$ cat src/sv/ball_step_and_pair_collision_macros.svh
// Assertion macros shared by the ball step and pair collision RTL.
`ifndef BALL_STEP_AND_PAIR_COLLISION_MACROS_SVH
`define BALL_STEP_AND_PAIR_COLLISION_MACROS_SVH

// Same-cycle implication, checked out of reset
`define BSPC_ASSERT_NOW(lbl, ante, cons, msg) \
  lbl: assert property (@(posedge clk_i) disable iff (!rst_ni) (ante) |-> (cons)) \
    else $error(msg);

// Next-cycle implication, checked out of reset
`define BSPC_ASSERT_NEXT(lbl, ante, cons, msg) \
  lbl: assert property (@(posedge clk_i) disable iff (!rst_ni) (ante) |=> (cons)) \
    else $error(msg);

`endif

$ cat src/sv/bspc_pkg.sv
// Package: widths, codes, types and arithmetic helpers of the ball collision pipeline.
package bspc_pkg;

  localparam int FRAC_BITS = 16;  // fraction bits of positions and radii
  localparam int NB        = 30;  // fraction bits of normals and mass shares

  localparam int VAL_W  = 32;          // position / velocity width
  localparam int RAD_W  = 24;          // radius width
  localparam int DIFF_W = RAD_W + 1;   // combined radius, overlap, clipped deltas
  localparam int MASS_W = 2 * RAD_W;   // radius squared
  localparam int TOT_W  = MASS_W + 1;  // mass sum
  localparam int MAG_W  = 36;          // impulse magnitudes
  localparam int Q_W    = NB + 1;      // Q1.30 quotient incl. the value one

  // Square root: 52-bit radicand, one result bit per stage
  localparam int SQ_IN_W   = 52;
  localparam int SQ_ROOT_W = SQ_IN_W / 2;
  localparam int SQ_REM_W  = SQ_ROOT_W + 2;
  localparam int SQ_N      = SQ_ROOT_W;

  // Fractional divider: one quotient bit per stage
  localparam int DIV_W = TOT_W;
  localparam int DIV_N = Q_W;

  localparam logic [Q_W-1:0] Q_ONE = Q_W'(1) << NB;

  localparam logic signed [VAL_W-1:0] S32_MAX = 32'sh7fffffff;
  localparam logic signed [VAL_W-1:0] S32_MIN = 32'sh80000000;

  // Register reset values
  localparam logic [15:0] STEP_TIME_RST   = 16'd1092;
  localparam logic [11:0] ARENA_W_RST     = 12'd800;
  localparam logic [11:0] ARENA_H_RST     = 12'd450;
  localparam logic [16:0] RESTITUTION_RST = 17'd63570;

  typedef enum logic [1:0] {
    CFG_STEP_TIME   = 2'd0,
    CFG_ARENA_W     = 2'd1,
    CFG_ARENA_H     = 2'd2,
    CFG_RESTITUTION = 2'd3
  } cfg_idx_e;

  typedef enum logic [1:0] {
    OC_NONE    = 2'd0,
    OC_SEP     = 2'd1,
    OC_IMPULSE = 2'd2
  } outcome_e;

  typedef struct packed {
    logic signed [VAL_W-1:0] apx;
    logic signed [VAL_W-1:0] apy;
    logic signed [VAL_W-1:0] avx;
    logic signed [VAL_W-1:0] avy;
    logic signed [VAL_W-1:0] bpx;
    logic signed [VAL_W-1:0] bpy;
    logic signed [VAL_W-1:0] bvx;
    logic signed [VAL_W-1:0] bvy;
  } balls_t;

  // Clamp to the signed 32-bit range
  function automatic logic signed [VAL_W-1:0] sat32(input logic signed [39:0] v);
    logic signed [VAL_W-1:0] r;
    if (v > 40'(S32_MAX)) r = S32_MAX;
    else if (v < 40'(S32_MIN)) r = S32_MIN;
    else r = v[VAL_W-1:0];
    return r;
  endfunction

  // Negate, most negative value maps to most positive
  function automatic logic signed [VAL_W-1:0] neg_sat(input logic signed [VAL_W-1:0] v);
    logic signed [VAL_W-1:0] r;
    if (v == S32_MIN) r = S32_MAX;
    else r = -v;
    return r;
  endfunction

  // round(a * r / 2^NB) for r <= 2^NB
  function automatic logic [MAG_W-1:0] mulq(input logic [MAG_W-1:0] a,
                                            input logic [Q_W-1:0] r);
    logic [67:0] p;
    p = 68'(a) * 68'(r) + (68'(1) << (NB - 1));
    return p[NB+MAG_W-1:NB];
  endfunction

  // base -/+ magnitude, saturated
  function automatic logic signed [VAL_W-1:0] apply_mag(input logic signed [VAL_W-1:0] base,
                                                        input logic sub,
                                                        input logic [MAG_W-1:0] m);
    logic signed [39:0] b;
    logic signed [39:0] mm;
    b  = 40'(base);
    mm = $signed(40'(m));
    return sat32(sub ? b - mm : b + mm);
  endfunction

  // Reverse the velocity when the ball touches or crosses either wall
  function automatic logic signed [VAL_W-1:0] bounce(input logic signed [VAL_W-1:0] pos,
                                                     input logic signed [VAL_W-1:0] vel,
                                                     input logic [RAD_W-1:0] r,
                                                     input logic [11:0] lim);
    logic signed [39:0] pe;
    logic signed [39:0] re;
    logic signed [39:0] le;
    logic signed [VAL_W-1:0] res;
    pe = 40'(pos);
    re = $signed(40'(r));
    le = $signed(40'({lim, FRAC_BITS'(0)}));
    if ((pe - re <= 40'sd0) || (pe + re >= le)) res = neg_sat(vel);
    else res = vel;
    return res;
  endfunction

endpackage

$ cat src/sv/bspc_sqrt.sv
// Pipelined integer square root, one result bit per stage.
module bspc_sqrt (
  input  logic                           clk_i,
  input  logic                           en_i,
  input  logic [bspc_pkg::SQ_IN_W-1:0]   d2_i,
  output logic [bspc_pkg::SQ_ROOT_W-1:0] root_o
);
  import bspc_pkg::*;

  logic [SQ_IN_W-1:0]   v_q    [SQ_N];
  logic [SQ_REM_W-1:0]  rem_q  [SQ_N];
  logic [SQ_ROOT_W-1:0] root_q [SQ_N];

  for (genvar k = 0; k < SQ_N; k++) begin : g_stage
    logic [SQ_IN_W-1:0]   v_prev;
    logic [SQ_REM_W-1:0]  rem_prev;
    logic [SQ_ROOT_W-1:0] root_prev;
    logic [SQ_REM_W+1:0]  rem_t;
    logic [SQ_REM_W+1:0]  try_t;
    logic                 ge;

    if (k == 0) begin : g_first
      assign v_prev    = d2_i;
      assign rem_prev  = '0;
      assign root_prev = '0;
    end else begin : g_next
      assign v_prev    = v_q[k-1];
      assign rem_prev  = rem_q[k-1];
      assign root_prev = root_q[k-1];
    end

    // bring down the next two radicand bits and try root*4+1
    assign rem_t = {rem_prev, v_prev[SQ_IN_W-1 -: 2]};
    assign try_t = (SQ_REM_W + 2)'({root_prev, 2'b01});
    assign ge    = rem_t >= try_t;

    always_ff @(posedge clk_i) begin
      if (en_i) begin
        v_q[k]    <= v_prev << 2;
        rem_q[k]  <= ge ? SQ_REM_W'(rem_t - try_t) : SQ_REM_W'(rem_t);
        root_q[k] <= {root_prev[SQ_ROOT_W-2:0], ge};
      end
    end
  end

  assign root_o = root_q[SQ_N-1];

endmodule

$ cat config.mk
export PLATFORM = sky130hd
export DESIGN_NAME = bspc_sqrt
export DESIGN_NICKNAME = d
export VERILOG_FILES = /design/src/sv/ball_step_and_pair_collision_macros.svh /design/src/sv/bspc_pkg.sv /design/src/sv/bspc_sqrt.sv
export SDC_FILE = /design/constraint.sdc
export NUM_CORES = 2
export LEC_CHECK = 0
export ABC_AREA = 1
export BUFFER_PORTS_ARGS = -buffer_cell sky130_fd_sc_hd__buf_2
export CAP_MARGIN = 0
export CORE_AREA = 2 2 431 433
export CTS_BUF_LIST = sky130_fd_sc_hd__clkbuf_8
export DETAILED_ROUTE_END_ITERATION = 12
export DIE_AREA = 0 0 433 435
export PLACE_DENSITY = 0.73
export SYNTH_ARGS = -nofsm -noshare
export SYNTH_HDL_FRONTEND = slang
export SYNTH_SLANG_ARGS = --single-unit
$ cat constraint.sdc
create_clock -name clk_i -period 2.4 [get_ports clk_i]
set_clock_uncertainty 0.2 [all_clocks]
set_input_delay 0.12 -clock clk_i [delete_from_list [all_inputs] [get_ports clk_i]]
set_output_delay 0.12 -clock clk_i [all_outputs]
set_load 0.1 [all_outputs]
== After elaboration in Yosys (flattened, before gate mapping) ==
Memory sizes are Yosys's and may differ from the RTL's.
Index checks and enable logic that the tools add are counted.
Operators by class
  add/subtract/negate cells: 26
  $lt $le $gt $ge: 26
  mux-type cells: 28
Operators by type and width (count)
  $ge 30x28->1: 25
  $mux 28: 26
  $sub 28x28->28: 25
  $sub 2x1->3 const B: 1
  $ge 2x1->1 const B: 1
  $mux 1: 2
Storage, ports and cells
  flip-flop bits (word level): 0
  RAM bits: 2704
  input port bits: 54
  logic and storage cells: 83
  memories kept: 3
Memories
  v_q: depth 26, bits a word 50, read ports 25, clocked after Yosys merged registers in 0, wr ports 26, line bspc_sqrt.sv:10  | logic [SQ_IN_W-1:0] v_q [SQ_N];
  rem_q: depth 26, bits a word 28, read ports 25, clocked after Yosys merged registers in 0, wr ports 26, line bspc_sqrt.sv:11  | logic [SQ_REM_W-1:0] rem_q [SQ_N];
  root_q: depth 26, bits a word 26, read ports 26, clocked after Yosys merged registers in 0, wr ports 26, line bspc_sqrt.sv:12  | logic [SQ_ROOT_W-1:0] root_q [SQ_N];

== Longest topological paths before layout ==
An unclocked memory read counts as a cell.
  word-level depth: 3
  mapped depth: 16

== Least setup slack after synthesis ==
Ideal clock, no wire load.
  path type: reg2reg
  start point: memory rem_q[2][2] (netlist bit)
  end point: memory rem_q[3][3] (netlist bit), data pin
  setup time: 0.257 ns
  data arrival time: 1.861 ns
  path slack: 0.081 ns
  cell stages (with the launch flop): 11
  buffers on the path: 1
  path through: edfxtp_1 > ha_1 > inv_1 > nor2_1 > a21oi_1 > nand2_1 > nor3_1 > nand2_4 > inv_4 > buf_12 > o21ai_2
RTL lines (line)
  from (decl): bspc_sqrt.sv:11

==> summary.txt <==
Status
  • Status: complete, but fails checks
  • Failing checks: setup timing

Timing
  • Fin crit share: 1.04
  • Final worst setup slack: -0.106 ns
  • Minimum clock period: 2.51 ns
  • Setup TNS: -3.01 ns
  • RSZ-0062 raised after global routing: true
  • Slew Limit Fails: 0
  • Max frequency: 0.399 GHz
  • Worst-margin pin slew: 0.721 ns
  • Final setup viols: 111
  • Final Hold Fails: 0
  • Worst slew margin: 0.518

GRT
  • First-pass GRT wire length: 409 mm
  • Congestion Overflow GR: 0
  • Vias in the first global route: 75873
  • Met2 GRT Util: 0.461
  • Total track usage: 0.276
  • Most Crowded Layer GR: met2
  • Met3 Use GR: 0.0347
  • Largest net degree at the start of global routing: 106
  • Met1 global-route usage: 0.365
  • Initial antenna violation count: 2

Logic synthesis
  • Synth Instances: 10492
  • Most common flop cell mapped by yosys: edfxtp_1
  • Main combinational cell family by area after synthesis: simple AND/OR/NAND/NOR gates
  • Adder-cell share of the synthesized area: 0.0519
  • Synth Area in XOR/XNOR: 0.0257
  • Simple-Gate Fraction of Synth Area: 0.249
  • Post-synth top area cell: edfxtp_1
  • Cell with the most instances after synthesis: nand2_1
  • Post-synth top area share: 0.547
  • Mux contribution to synthesized area: 0
  • Post-synth ARST share: 0
  • EDFF count, synth: 1663
  • Mapped Nets: 10925
  • Mapped Area: 0.0914 sq mm
  • Ranking of synthesized cells by area: edfxtp_1 55%, nand2_1 14%, inv_1 7.6%
  • Warnings from Yosys: 0
  • Yosys reg bits: 1663
  • Synth cell types: 50
  • Sequential cell area fraction in the yosys report: 0.547
  • Syn_area_per_cell: 8.71 sq um
  • Top post-synthesis cells by count: 3527 x nand2_1, 1839 x inv_1, 1663 x edfxtp_1, 867 x nor2_1, 603 x nand3_1
  • Compound-cell area share of the yosys netlist: 0.0433

Clock tree
  • Clock-pin slew on the worst setup and hold paths: 0.07 ns
  • CTS tree: built
  • Root buf cell: clkbuf_8
  • Inserted Clock Buffers: 303
  • CTS sink count: 1663
  • Clock Latency Late Sink: 1.09 ns
  • H-tree depth: 5
  • Longest Clk Path Bufs: 4

Cells and area
  • Post-route cell area: 0.125 sq mm
  • Multi-input logic area: 0.0417 sq mm
  • Share of layout cells above drive strength 1: 0.310
  • # nets final: 13212
  • Reg area: 0.0499 sq mm
  • Fill count: 13889
  • Area Growth Syn to Fin: 36.7%

Setup path
  • Worst EP required: 2.96 ns
  • Cell family with most CP delay: simple AND/OR/NAND/NOR gates
  • Crit-path max FO: 9
  • Setup crit end kind: flop
  • Crit-path slowest cell: edfxtp_1
  • Crit Path Class: reg2reg
  • Top cell by count, worst path: nand2_2
  • Startpoint type of the worst setup path: flop
  • Arrival @ worst endpoint: 3.06 ns
  • CP cell instances: inv_1 -> ha_4 -> nand2_2 -> inv_1 -> nand2_2 -> nand2_2 -> nand2_2 -> nand2_2 -> nand2_4 -> nand2_8 -> clkinv_8 -> buf_12 -> nand2_1 -> nand2_2
  • Buffers and inverters on the worst path: 4
  • CP peak stage delay: 0.41 ns

Die
  • Die Y: 435 microns
  • Initial core utilization: 0.496
  • Area of the core: 0.184 sq mm
  • Die area: 0.188 sq mm
  • Row Count: 158
  • Chip width: 433 microns
  • IO Count: 80

Pwr
  • Leak: 57.0 nW
  • Peak VDD IR: 0.696 mV
  • Power per cell area: 734 mW/mm^2

Placement
  • Area after DPL: 0.105 sq mm
  • DP HPWL: 197 mm
  • GPL Wtd Cong: 0.998
  • IO Port Bufs: 79

Worst hold path
  • HP Class: in2reg

Drt
  • Vias: 80259
  • Pre-antenna DRT Iters: 8
  • Routed WL: 283 mm
  • DRC viols: 0
  • Iter 0 DRT Violations: 7255
  • Vias per cell: 5.19
  • Wire length per cell: 18.3 microns
  • Antenna-violating nets left: 0

Job
  • # Max-Cap Violations: 0
area by class of cell:
type	count	share of cell area
multi-input combinational	6883	0.334
tap	2480	0.0249
timing repair inverter	6	0.000461
sequential	1663	0.400
inverter	1862	0.0574
antenna	5	0.000100
timing repair buffer	2060	0.137
clock buffer	306	0.0337
clock inverter	208	0.0120
power breakdown:
group / internal, W / total (W) / switching [W]
sequential: 0.0358 / 0.0382 / 0.00242
clock: 0.0142 / 0.0263 / 0.0122
combinational: 0.0118 / 0.0272 / 0.0153
cells by family after synthesis:
family	after synthesis
and+or+nand+nor	5507
AOI/OAI and AO/OA	726
other	1
buffers and inverters	1948
adders and majority gates	379
DFF	1663
xor gates and xnor gates	268
worst min-delay path: cells and delay by family:
kind     cells  cell delay (ns)
buf+inv      3             1.15
stage by stage:
stage / power, W / cells / worst slack [ns] / hold WS [ns] / utilization
finish: 0.0917 / 15473 / -0.106 / 0.118 / 0.678
global route: 0.0961 / 15472 / -0.157 / 0.0754 / 0.678
CTS: 0.0876 / 15145 / -0.0816 / 0.0144 / 0.628
detailed placement: 0.0598 / 14354 / -0.312 / 0.0983 / 0.572
global placement: 0.0595 / 14354 / -0.336 / 0.0964 / 0.572
floorplan: 0.0495 / 10492 / 0.0813 / 0.0189 / -
final timing paths:
path | start | to | slack (ns) | depth (start not counted)
hold / removal | d2_i[14] | v_q[0][14] | 0.12 | 3
setup / recovery | root_q[7][2] | rem_q[15][7] | -0.11 | 14
setup reg to reg | root_q[7][2] | rem_q[15][7] | -0.11 | 14
hold reg to reg | v_q[1][336] | v_q[1][388] | 0.16 | 0
layer usage:
metal  share of wire  wire length, microns
met1            0.41                117000
met2            0.48                137000
met3           0.060                 17100
met4           0.044                 12500
met5               0                     0
timing repair:
action,4_1_cts,5_1_grt
hold buffers,108,0
endpoints found under the setup margin,484,637
setup buffers,162,292
pin swaps,103,387
hold endpoints to repair,1716,0
gates resized for setup,425,1588
gates cloned,8,44
layout by cell type, fill, tap and decap left out, types with 136 or more instances in the layout:
cell	synthesis	final
a21oi_1	401	246
a21oi_2	32	166
buf_4	20	1719
clkbuf_8	0	306
edfxtp_1	1663	1663
ha_4	0	248
inv_1	1839	1732
inv_2	20	172
nand2_1	3527	2979
nand2_2	24	452
nand3_1	603	518
nand4_1	151	151
nor2_1	867	666
nor2_2	21	139
o21ai_0	204	136
xor2_1	172	172
sequential cells by signal, indices dropped and copies added (netlist names):
| signal | cells |
|---|---|
| rem_q | 662 |
| root_q | 351 |
| v_q | 650 |
Power figures use the tool's default switching activity.
